File: src/rtl/ris_pkg.sv
package ris_pkg;

  localparam int VALUE_W    = 32;
  localparam int CHUNK_W    = 8;
  localparam int ROT_W      = 5;
  localparam int PAIR_W     = 2;
  localparam int PAIR_IDX_W = 4;   // index of a 2-bit pair within the value
  localparam int COUNT_W    = 2;   // results already sent for this constant
  localparam int SKIP_W     = 2;
  localparam int NIBBLE_W   = 4;

  localparam logic [VALUE_W-1:0] TOP_NIBBLE_MASK = 32'hF000_0000;
  localparam logic [VALUE_W-1:0] WRAP_SCAN_MASK  = 32'h0FFF_FFF0;
  localparam logic [ROT_W-1:0]   WRAP_ROT        = 5'd4;
  localparam logic [COUNT_W-1:0] LAST_COUNT      = 2'd3;
  // last skip_cnt value; the skip steps from zero up to it move past the rest of a chunk
  localparam logic [SKIP_W-1:0]  SKIP_LAST       = 2'd2;

endpackage

File: src/rtl/rotated_immediate_splitter_unit.sv
// rotated immediate splitter
//
// input channel: value (32 bits) with in_valid / in_ready. a transfer loads the
// constant into a shift register pair (data and scan copy), 2 bits per shift.
// output channel: chunk, rotate_right, final_piece with out_valid / out_ready.
// each result is one 8-bit piece and its even rotate-right amount; OR-ing all
// pieces rotated right rebuilds the constant. final_piece marks the last one.
//
// the block works on one constant at a time. a zero constant or one with a
// non-zero top nibble goes to S_FIRST on the input transfer, and S_FIRST
// sends its first piece. the scanner then steps one bit pair per cycle, but
// holds at a piece while the output stalls; after each piece it moves past
// the rest of the byte in S_SKIP. with the receiver always ready, the time
// from one input transfer to the next is set by the scanner's walk over the
// pairs up to the last piece, the fixed first piece if any, and idle.
// in_ready rises again in the cycle after the final piece is loaded into the
// output register, so the next constant can enter while that piece waits.
//
// reset: clears the controller and drops out_valid; nothing else needs it.
// stall: while out_valid is high and out_ready low, the scanner halts at the
// next piece and holds; results are never lost or repeated.
module rotated_immediate_splitter_unit (
  input  logic                          clk,
  input  logic                          rst,
  input  logic                          in_valid,
  output logic                          in_ready,
  input  logic [ris_pkg::VALUE_W-1:0]   value,
  output logic                          out_valid,
  input  logic                          out_ready,
  output logic [ris_pkg::CHUNK_W-1:0]   chunk,
  output logic [ris_pkg::ROT_W-1:0]     rotate_right,
  output logic                          final_piece
);
  import ris_pkg::*;

  // controller states
  localparam logic [1:0] S_IDLE  = 2'd0;  // waiting for a constant
  localparam logic [1:0] S_FIRST = 2'd1;  // zero or wrapped first piece
  localparam logic [1:0] S_SCAN  = 2'd2;  // look at one bit pair per cycle unless held at a piece
  localparam logic [1:0] S_SKIP  = 2'd3;  // move past the rest of a chunk

  logic [1:0]            state;
  logic [VALUE_W-1:0]    sr;        // value shifted right by the scan position
  logic [VALUE_W-1:0]    scan;      // same, with the wrapped nibbles masked off
  logic                  wrap;      // top nibble was non-zero
  logic [PAIR_IDX_W-1:0] pair_idx;  // scan position in pairs
  logic [COUNT_W-1:0]    count;
  logic [SKIP_W-1:0]     skip_cnt;

  logic                  slot_free;
  logic                  load_piece;
  logic                  in_wrap;
  logic                  scan_hit;
  logic                  scan_final;
  logic [PAIR_IDX_W-1:0] neg_idx;
  logic [ROT_W-1:0]      scan_rot;

  assign in_ready  = (state == S_IDLE);
  assign slot_free = !out_valid || out_ready;
  assign in_wrap   = |(value & TOP_NIBBLE_MASK);
  assign scan_hit  = |scan[PAIR_W-1:0];

  // a piece goes into the output register this cycle
  assign load_piece = slot_free && ((state == S_FIRST) || (state == S_SCAN && scan_hit));

  // last piece when nothing is left above this byte, or the fourth piece
  assign scan_final = !(|scan[VALUE_W-1:CHUNK_W]) || (count == LAST_COUNT);

  // rotation (32 - 2 * pair_idx) mod 32
  assign neg_idx  = '0 - pair_idx;
  assign scan_rot = {neg_idx, 1'b0};

  always_ff @(posedge clk) begin
    if (rst) begin
      state     <= S_IDLE;
      out_valid <= 1'b0;
    end else begin
      if (load_piece) begin
        out_valid <= 1'b1;
      end else if (out_ready) begin
        out_valid <= 1'b0;
      end
      unique case (state)
        S_IDLE: begin
          if (in_valid) begin
            sr       <= value;
            wrap     <= in_wrap;
            scan     <= in_wrap ? (value & WRAP_SCAN_MASK) : value;
            pair_idx <= '0;
            count    <= '0;
            // zero or a wrapped top nibble starts with a fixed first piece
            state    <= (in_wrap || (value == '0)) ? S_FIRST : S_SCAN;
          end
        end
        S_FIRST: begin
          if (slot_free) begin
            // zero constant gives zero here on its own
            chunk        <= {sr[NIBBLE_W-1:0], sr[VALUE_W-1:VALUE_W-NIBBLE_W]};
            rotate_right <= wrap ? WRAP_ROT : '0;
            final_piece  <= (scan == '0);
            count        <= count + 1'b1;
            state        <= (scan == '0) ? S_IDLE : S_SCAN;
          end
        end
        S_SCAN: begin
          if (!scan_hit) begin
            sr       <= {{PAIR_W{1'b0}}, sr[VALUE_W-1:PAIR_W]};
            scan     <= {{PAIR_W{1'b0}}, scan[VALUE_W-1:PAIR_W]};
            pair_idx <= pair_idx + 1'b1;
          end else if (slot_free) begin
            chunk        <= sr[CHUNK_W-1:0];
            rotate_right <= scan_rot;
            final_piece  <= scan_final;
            count        <= count + 1'b1;
            sr           <= {{PAIR_W{1'b0}}, sr[VALUE_W-1:PAIR_W]};
            scan         <= {{PAIR_W{1'b0}}, scan[VALUE_W-1:PAIR_W]};
            pair_idx     <= pair_idx + 1'b1;
            skip_cnt     <= '0;
            state        <= scan_final ? S_IDLE : S_SKIP;
          end
        end
        S_SKIP: begin
          sr       <= {{PAIR_W{1'b0}}, sr[VALUE_W-1:PAIR_W]};
          scan     <= {{PAIR_W{1'b0}}, scan[VALUE_W-1:PAIR_W]};
          pair_idx <= pair_idx + 1'b1;
          skip_cnt <= skip_cnt + 1'b1;
          if (skip_cnt == SKIP_LAST) begin
            state <= S_SCAN;
          end
        end
        default: begin
          state <= S_IDLE;
        end
      endcase
    end
  end

`ifndef SYNTHESIS
  // a non-final piece always leaves something to find
  a_skip_has_data: assert property (@(posedge clk) disable iff (rst)
    (state == S_SKIP) |-> (scan != '0))
    else $error("skip entered with nothing left to scan");

  a_scan_has_data: assert property (@(posedge clk) disable iff (rst)
    (state == S_SCAN) |-> (scan != '0))
    else $error("scanner running on an empty value");

  // a hit with a free output slot loads a result
  a_hit_emits: assert property (@(posedge clk) disable iff (rst)
    (state == S_SCAN && scan_hit && slot_free) |=> out_valid)
    else $error("scanner hit did not load a result");
`endif

endmodule

File: config.mk
export PLATFORM = sky130hd
export DESIGN_NAME = rotated_immediate_splitter_unit
export DESIGN_NICKNAME = d
export VERILOG_FILES = /design/src/rtl/ris_pkg.sv /design/src/rtl/rotated_immediate_splitter_unit.sv
export SDC_FILE = /design/constraint.sdc
export NUM_CORES = 1
export LEC_CHECK = 0
export ABC_CLOCK_PERIOD_IN_PS = 12000
export BUFFER_PORTS_ARGS = -buffer_cell sky130_fd_sc_hd__buf_2
export CAP_MARGIN = 40
export CELL_PAD_IN_SITES_DETAIL_PLACEMENT = 1
export CELL_PAD_IN_SITES_GLOBAL_PLACEMENT = 1
export CORE_ASPECT_RATIO = 0.5
export CORE_MARGIN = 5
export CORE_UTILIZATION = 45
export CTS_BUF_LIST = sky130_fd_sc_hd__clkbuf_4 sky130_fd_sc_hd__clkbuf_8
export DETAILED_ROUTE_END_ITERATION = 10
export HOLD_SLACK_MARGIN = 0.05
export PLACE_DENSITY = 0.76
export SLEW_MARGIN = 0
export SYNTH_ARGS = -nofsm -noshare
export SYNTH_HDL_FRONTEND = slang
export SYNTH_SLANG_ARGS = --single-unit
File: constraint.sdc
create_clock -name clk -period 12 [get_ports clk]
set_clock_uncertainty 0.05 [all_clocks]
set_input_delay 3.6 -clock clk [delete_from_list [all_inputs] [get_ports clk]]
set_output_delay 3.6 -clock clk [all_outputs]
set_load 0.02 [all_outputs]
==> reports/qor.yml, run 1 <==
yosys:
  synth.yosys.seq_area_share_pct: 65.9
  syn_inst_count: 359
  synth_top_area_share_pct: 64.4
  synth.avg_cell_area_um2: 11.2
  netlist_area_mm2: 0.00401
  yosysUniqueCellTypes: 39
  number_of_enable_type_register_cells_in_the_synthesized_netlist: 86
  synthesis.yosys.warnings: 0
  synthFlopType: "edfxtp_1"
  synth_top_cells_by_area: "edfxtp_1, nand2_1, ha_1, mux2_2, nor4_1"
  postSynthRegisterBits: 89
  asyncSetResetFlopFracSynth_pct: 0
  synth_largest_area_cell: "edfxtp_1"
timing:
  finalSetupViolCount: 0
  worstMarginPinSlew_ns: 0.873
  finalCriticalPeriod_ns: 5.05
  slew_headroom_pct: 41.8
  report.final.hold_viol_count: 0
  final_critical_path_setup_slack_ns: 6.95
  report.final.slew_viol_count: 0
  hold_ws_ns: 0.472
  setup-tns-final_ns: 0
  rsz0062_at_grt: "false"
  fmaxAchievable_mhz: 198
  layout_worst_path_cycle_share_pct: 42.0
critical_path:
  ff2ff_path_depth: 7
  crit_path_max_fanout: 68
  crit_path_start_kind: "input pin"
  rrSetupSlack_ns: 9.37
  worstPathArrival_ns: 4.98
  worst_ep_required_time_ns: 11.94
  worst-setup-path-type: "input pin to register"
  critPathCaptureType: "register"
floorplan:
  core_region_area_mm2: 0.00871
  dieWidth_um: 144
  num_rows: 24
  start_util_pct: 46.1
  dieHeight_um: 76.8
  design.portCount: 52
  dieArea_mm2: 0.0110
detailed_routing:
  first_iter_violations: 198
  detail_route.first_pass.iterations: 4
  detail_route.wl_per_cell_um: 16.7
  post-route-drc-count: 0
  route.vias.total: 2724
  final_antenna_net_count: 0
  detail_route.wirelength_mm: 8.93
  number_of_vias_per_cell_after_detailed_routing: 5.11
cells_and_area:
  area_growth_pct: 14.3
  number_of_nets_at_the_end_of_the_flow: 457
  n_fill_cell: 974
  antennaDiodeCount: 0
  post_route_cells_drive_above_1_share_pct: 20.9
placement:
  placement.setup.worst_slack_ns: 6.57
  place.gp.congestion: 0.850
  dpl.hpwl_mm: 6.42
  buffer_ports.inserted: 50
global_route:
  first_global_vias: 2950
  grt.overflow.total: 0
  grt_max_degree: 69
  antenna_found_initial: 0
  grt_usage_pct: 17.3
  grt_pass1_wl_mm: 14.7
outcome:
  outcome: "complete, no violations"
power_and_ir_drop:
  p_total_mw: 1.15
  peakVddDrop_uv: 95.2
  p_per_area_mw_per_mm2: 250
  cellLeakagePower_nw: 1.84
clock_network:
  cts-htree-levels: 3
  ctsResizeCount: 0
  path_clk_slew_ns: 0.08
  worst_skew_pair.late_latency_ns: 0.36
  post_cts_hold_buffer_count: 0
  tritoncts: "done"
  clock_sink_count: 89
  numCtsBuffers: 9
  cts_setup_buffers: 0
  ctsRootBufferMaster: "clkbuf_8"
  clk_path_buf_depth: 2
hold_path:
  hold_class: "register to register"
  holdPathStages: 2
run:
  timing.max_cap.violations: 0
## synthesized netlist by cell type, types with 2 or more instances
cell	number
nand2_1	149
edfxtp_1	86
nor2_1	16
nor4_1	15
ha_1	9
mux2_2	9
inv_1	8
o21ai_0	7
buf_2	5
clkbuf_1	4
nand3_1	4
nor2b_1	4
and2_1	3
buf_1	3
dfxtp_1	3
nor3_1	3
xor2_1	3
a211oi_1	2
a21boi_0	2
a21oi_1	2
nand2b_1	2
nand4_1	2
xnor2_1	2
## layout by cell type (no fill, tap or decap), types with 2 or more instances in the layout
cell type  netlist  routed
xor2_1           3       3
nand2_1        149     149
buf_4            1       4
nand3_1          4       4
inv_1            8       8
clkbuf_4         0       2
a21boi_0         2       2
nor2b_1          4       4
ha_1             9       9
dfxtp_1          3       3
nand2b_1         2       2
buf_2            5      50
and2_1           3       3
nor4_1          15      15
o21ai_0          7       7
nor3_1           3       3
clkbuf_8         0       9
xnor2_1          2       2
nor2_1          16      15
a211oi_1         2       2
edfxtp_1        86      86
clkinv_2         0       3
a21oi_1          2       2
conb_1           1       3
mux2_2           9       9
nand4_1          2       2
## layer usage
layer	global-route usage [%]	share of wire, %	up-vias
met5	0	0	-
met4	5.36	1.4	0
met3	4.72	4.5	10
met2	29.0	50	58
met1	21.7	44	1312
li1	-	-	1344
## stage by stage
step / instance area [um^2] / cells / utilization [%]
floorplan: 4020 / 361 / -
global placement: 4390 / 517 / 50.4
detailed placement: 4400 / 518 / 50.5
CTS: 4580 / 533 / 52.6
global route: 4580 / 533 / 52.6
finish: 4580 / 533 / 52.6
## critical path, cell delays in order
cell and delay (ns):
buf_2 0.13, inv_1 0.11, nand2_1 0.12, a311oi_4 0.26
buf_4 0.71
## state kept, by name (all words and copies together), names as in the netlist, 2 cells and up
| signal | cells |
|---|---|
| skip_cnt | 2 |
| sr | 32 |
| scan | 32 |
| chunk | 8 |
| rotate_right | 4 |
| state | 2 |
| count | 2 |
| pair_idx | 4 |
## power by group
group	internal, mW	switching [mW]
logic	0.125	0.262
clock network	0.0988	0.100
registers	0.509	0.0529
total	0.732	0.415
## logic make-up (layout without fill, tap and decap cells)
| group | after synthesis | count (layout) | share of synthesized area [%] |
|---|---|---|---|
| flops | 89 | 89 | 65.9 |
| fa+ha+maj | 9 | 9 | 2.81 |
| simple gates | 204 | 204 | 21.7 |
| other cells | 1 | 3 | 0.0935 |
| compound gates | 19 | 19 | 3.15 |
| mux | 9 | 9 | 2.53 |
| xor+xnor | 5 | 5 | 1.09 |
| buf+inv | 23 | 78 | 2.71 |
## layout make-up
type                    instances  area, um^2  share of cell area (%)
clock buffers                  11         139                    3.03
flip-flops and latches         89        2640                    57.6
multi-input cells             249        1290                    28.2
inverters                       9        38.8                   0.846
well taps                     117         146                    3.19
clock inverters                 4        45.0                   0.983
repair buffers                 54         280                    6.11
## final timing paths
kind                                            start                        end
worst max-delay path                              rst  pair_idx[3]$_SDFFCE_PP0P_
worst min-delay path                 sr[10]$_DFFE_PP_            sr[8]$_DFFE_PP_
worst max register to register  state[0]$_SDFFE_PP0P_           sr[27]$_DFFE_PP_
worst min register to register       sr[10]$_DFFE_PP_            sr[8]$_DFFE_PP_
Note: power is estimated with default switching activity, not from simulation.
==> run 2: changes to the inputs <==
ABC_CLOCK_PERIOD_IN_PS = 4400   (was 12000)
CORE_UTILIZATION = 43   (was 45)
clock period = 4.4 ns   (was 12 ns; I/O delays follow)
==> reports/qor.yml, run 2 (synthesis results as in run 1) <==
outcome:
  outcome: "complete, no violations"
timing:
  setup-tns-final_ns: 0  # unchanged
  report.final.hold_viol_count: 0  # unchanged
  rsz0062_at_grt: "false"
  report.final.slew_viol_count: 0  # unchanged
  fmaxAchievable_mhz: 358
  final_critical_path_setup_slack_ns: 1.61  # -5.35 ns
  worstMarginPinSlew_ns: 0.885  # +0.0120 ns
  hold_ws_ns: 0.474  # +0.00258 ns
  finalSetupViolCount: 0  # unchanged
  layout_worst_path_cycle_share_pct: 63.5
  finalCriticalPeriod_ns: 2.79
  slew_headroom_pct: 41.0  # -0.80 points
detailed_routing:
  number_of_vias_per_cell_after_detailed_routing: 5.18  # +1.3%
  first_iter_violations: 199  # +0.51%
  post-route-drc-count: 0  # unchanged
  final_antenna_net_count: 0  # unchanged
  route.vias.total: 2764  # +1.5%
  detail_route.wl_per_cell_um: 17.0  # +1.3%
  detail_route.wirelength_mm: 9.06  # +1.5%
  detail_route.first_pass.iterations: 4  # unchanged
power_and_ir_drop:
  peakVddDrop_uv: 195  # +100%
  power.sequential.fraction_pct: 48.9  # about the same
  cell_internal_pwr_mw: 1.99  # +170%
  sw_frac_of_total_pct: 36.5  # +0.33 points
  power_frac_clock_pct: 17.6  # +0.3 points
  netSwitchingPower_mw: 1.15  # +180%
  pwr-share-comb_pct: 33.5  # -0.2 points
  cellLeakagePower_nw: 1.83  # -0.27%
  p_per_area_mw_per_mm2: 684  # +170%
cells_and_area:
  n_fill_cell: 991  # +1.7%
  layout.cells.most_common_list: "nand2_1, edfxtp_1, buf_2, nor2_1, nor4_1"
  layout.cells.most_common: "nand2_1"
  reg.largest.list: "scan (32), sr (32), chunk (8)"
  antennaDiodeCount: 0  # unchanged
  post_route_cells_drive_above_1_share_pct: 20.6  # -0.29 points
  number_of_nets_at_the_end_of_the_flow: 457  # unchanged
  area_growth_pct: 14.4
clock_network:
  numCtsBuffers: 9  # unchanged
  worst_skew_pair.late_latency_ns: 0.36  # about the same
  ctsRootBufferMaster: "clkbuf_8"
  clock_sink_count: 89  # unchanged
  cts-htree-levels: 3  # unchanged
  post_cts_hold_buffer_count: 0  # unchanged
  path_clk_slew_ns: 0.08  # about the same
  cts_setup_buffers: 0  # unchanged
  tritoncts: "done"
  clk_path_buf_depth: 2  # unchanged
  ctsResizeCount: 0  # unchanged
critical_path:
  timing.critical_path.slowest_stage_cell: "buf_4"
  timing.critical_path.buf_inv: 3  # unchanged
  worst_path_largest_cell_delay_ns: 0.70  # about the same
  critical_path.reg2reg.endpoint: "scan[1]$_DFFE_PP_"
  ff2ff_path_depth: 6  # -1
  crit_path_start_kind: "input pin"
  worst_path_dominant_cell_family: "buffers and inverters"
  worst-setup-path-type: "input pin to register"
  worstPathArrival_ns: 2.72  # -2.26 ns
  reg2reg_from: "state[0]$_SDFFE_PP0P_"
  cp_cell_sequence: "buf_2 > inv_1 > nand2_1 > a311oi_4 > buf_4"
  crit_path_max_fanout: 68  # unchanged
  worst_ep_required_time_ns: 4.33  # -7.61 ns
  critPathCaptureType: "register"
  rrSetupSlack_ns: 1.81  # -7.56 ns
placement:
  dpl.hpwl_mm: 6.55  # +2.0%
  buffer_ports.inserted: 50  # unchanged
  placement.setup.worst_slack_ns: 1.26  # -5.31 ns
  place.gp.congestion: 0.845  # -0.55%
global_route:
  grt_pass1_wl_mm: 15.0  # +2.2%
  antenna_found_initial: 0  # unchanged
  grt_max_degree: 69  # unchanged
  grt_usage_pct: 16.5  # -0.73 points
  grt.overflow.total: 0  # unchanged
  first_global_vias: 3036  # +2.9%
floorplan:
  dieWidth_um: 147  # +2.1%
  core_region_area_mm2: 0.00889  # +2.1%
  dieArea_mm2: 0.0115  # +4.2%
  num_rows: 24  # unchanged
  dieHeight_um: 78.3  # +2.0%
  design.portCount: 52  # unchanged
  start_util_pct: 45.1  # -0.93 points
hold_path:
  destination_of_the_worst_hold_path: "sr[12]$_DFFE_PP_"
  hp-start: "sr[14]$_DFFE_PP_"
  holdPathStages: 2  # unchanged
  hold_class: "register to register"
run:
  timing.max_cap.violations: 0  # unchanged
[run 2: metal layers]
| layer | vias to the layer above | part of all wire (%) | track usage, % |
|---|---|---|---|
| met5 | - | 0 | 0 |
| met4 | 0 | 1.2 | 4.32 |
| met3 | 9 | 4.2 | 4.72 |
| met2 | 54 | 49 | 29.0 |
| met1 | 1356 | 46 | 20.4 |
| li1 | 1345 | - | - |
[run 2: layout make-up]
type	instances	area [um^2]	area share, %
Clock inverter	6	58.8	1.28
Timing Repair Buffer	54	280	6.11
Multi-Input combinational cell	249	1290	28.2
Inverter	9	38.8	0.845
Clock buffer	10	131	2.86
Sequential cell	89	2640	57.6
Tap cell	117	146	3.19
[run 2: power groups by stage]
| stage | clock network, mW | registers [mW] | logic (mW) |
|---|---|---|---|
| global placement | 0 | 1.54 | 1.01 |
| finish | 0.553 | 1.54 | 1.05 |
| detailed placement | 0 | 1.56 | 1.06 |
| global route | 0.608 | 1.57 | 1.19 |
| floorplan | 0 | 1.57 | 0.710 |
| CTS | 0.564 | 1.54 | 1.07 |
[run 2: how the worst max path moves through the flow]
| stage | startpoint | end | depth (start not counted) | slack (ns) |
|---|---|---|---|---|
| finish | rst | pair_idx[2]$_SDFFCE_PP0P_ | 5 | 1.61 |
| global route | rst | sr[26]$_DFFE_PP_ | 5 | 1.53 |
| CTS | rst | sr[20]$_DFFE_PP_ | 5 | 1.62 |
| detailed placement | rst | sr[27]$_DFFE_PP_ | 5 | 1.26 |
| global placement | rst | sr[24]$_DFFE_PP_ | 5 | 1.32 |
| floorplan | in_valid | pair_idx[0]$_SDFFCE_PP0P_ | 3 | 0.46 |
[run 2: worst reg2reg max path: stages, from the launching register on]
cell	delay, ns
dfxtp_1	0.41
inv_1	0.09
ha_1	0.47
nor2_2	0.72
buf_4	0.38
nand2_1	0.13
o21ai_0	0.18
[run 2: metrics by stage]
step	cell area, um^2	utilization (%)	total power [mW]	instances
finish	4590	51.6	3.14	534
global route	4590	51.6	3.36	534
CTS	4590	51.6	3.17	534
detailed placement	4400	49.5	2.61	518
global placement	4390	49.4	2.54	517
floorplan	4040	-	2.28	361
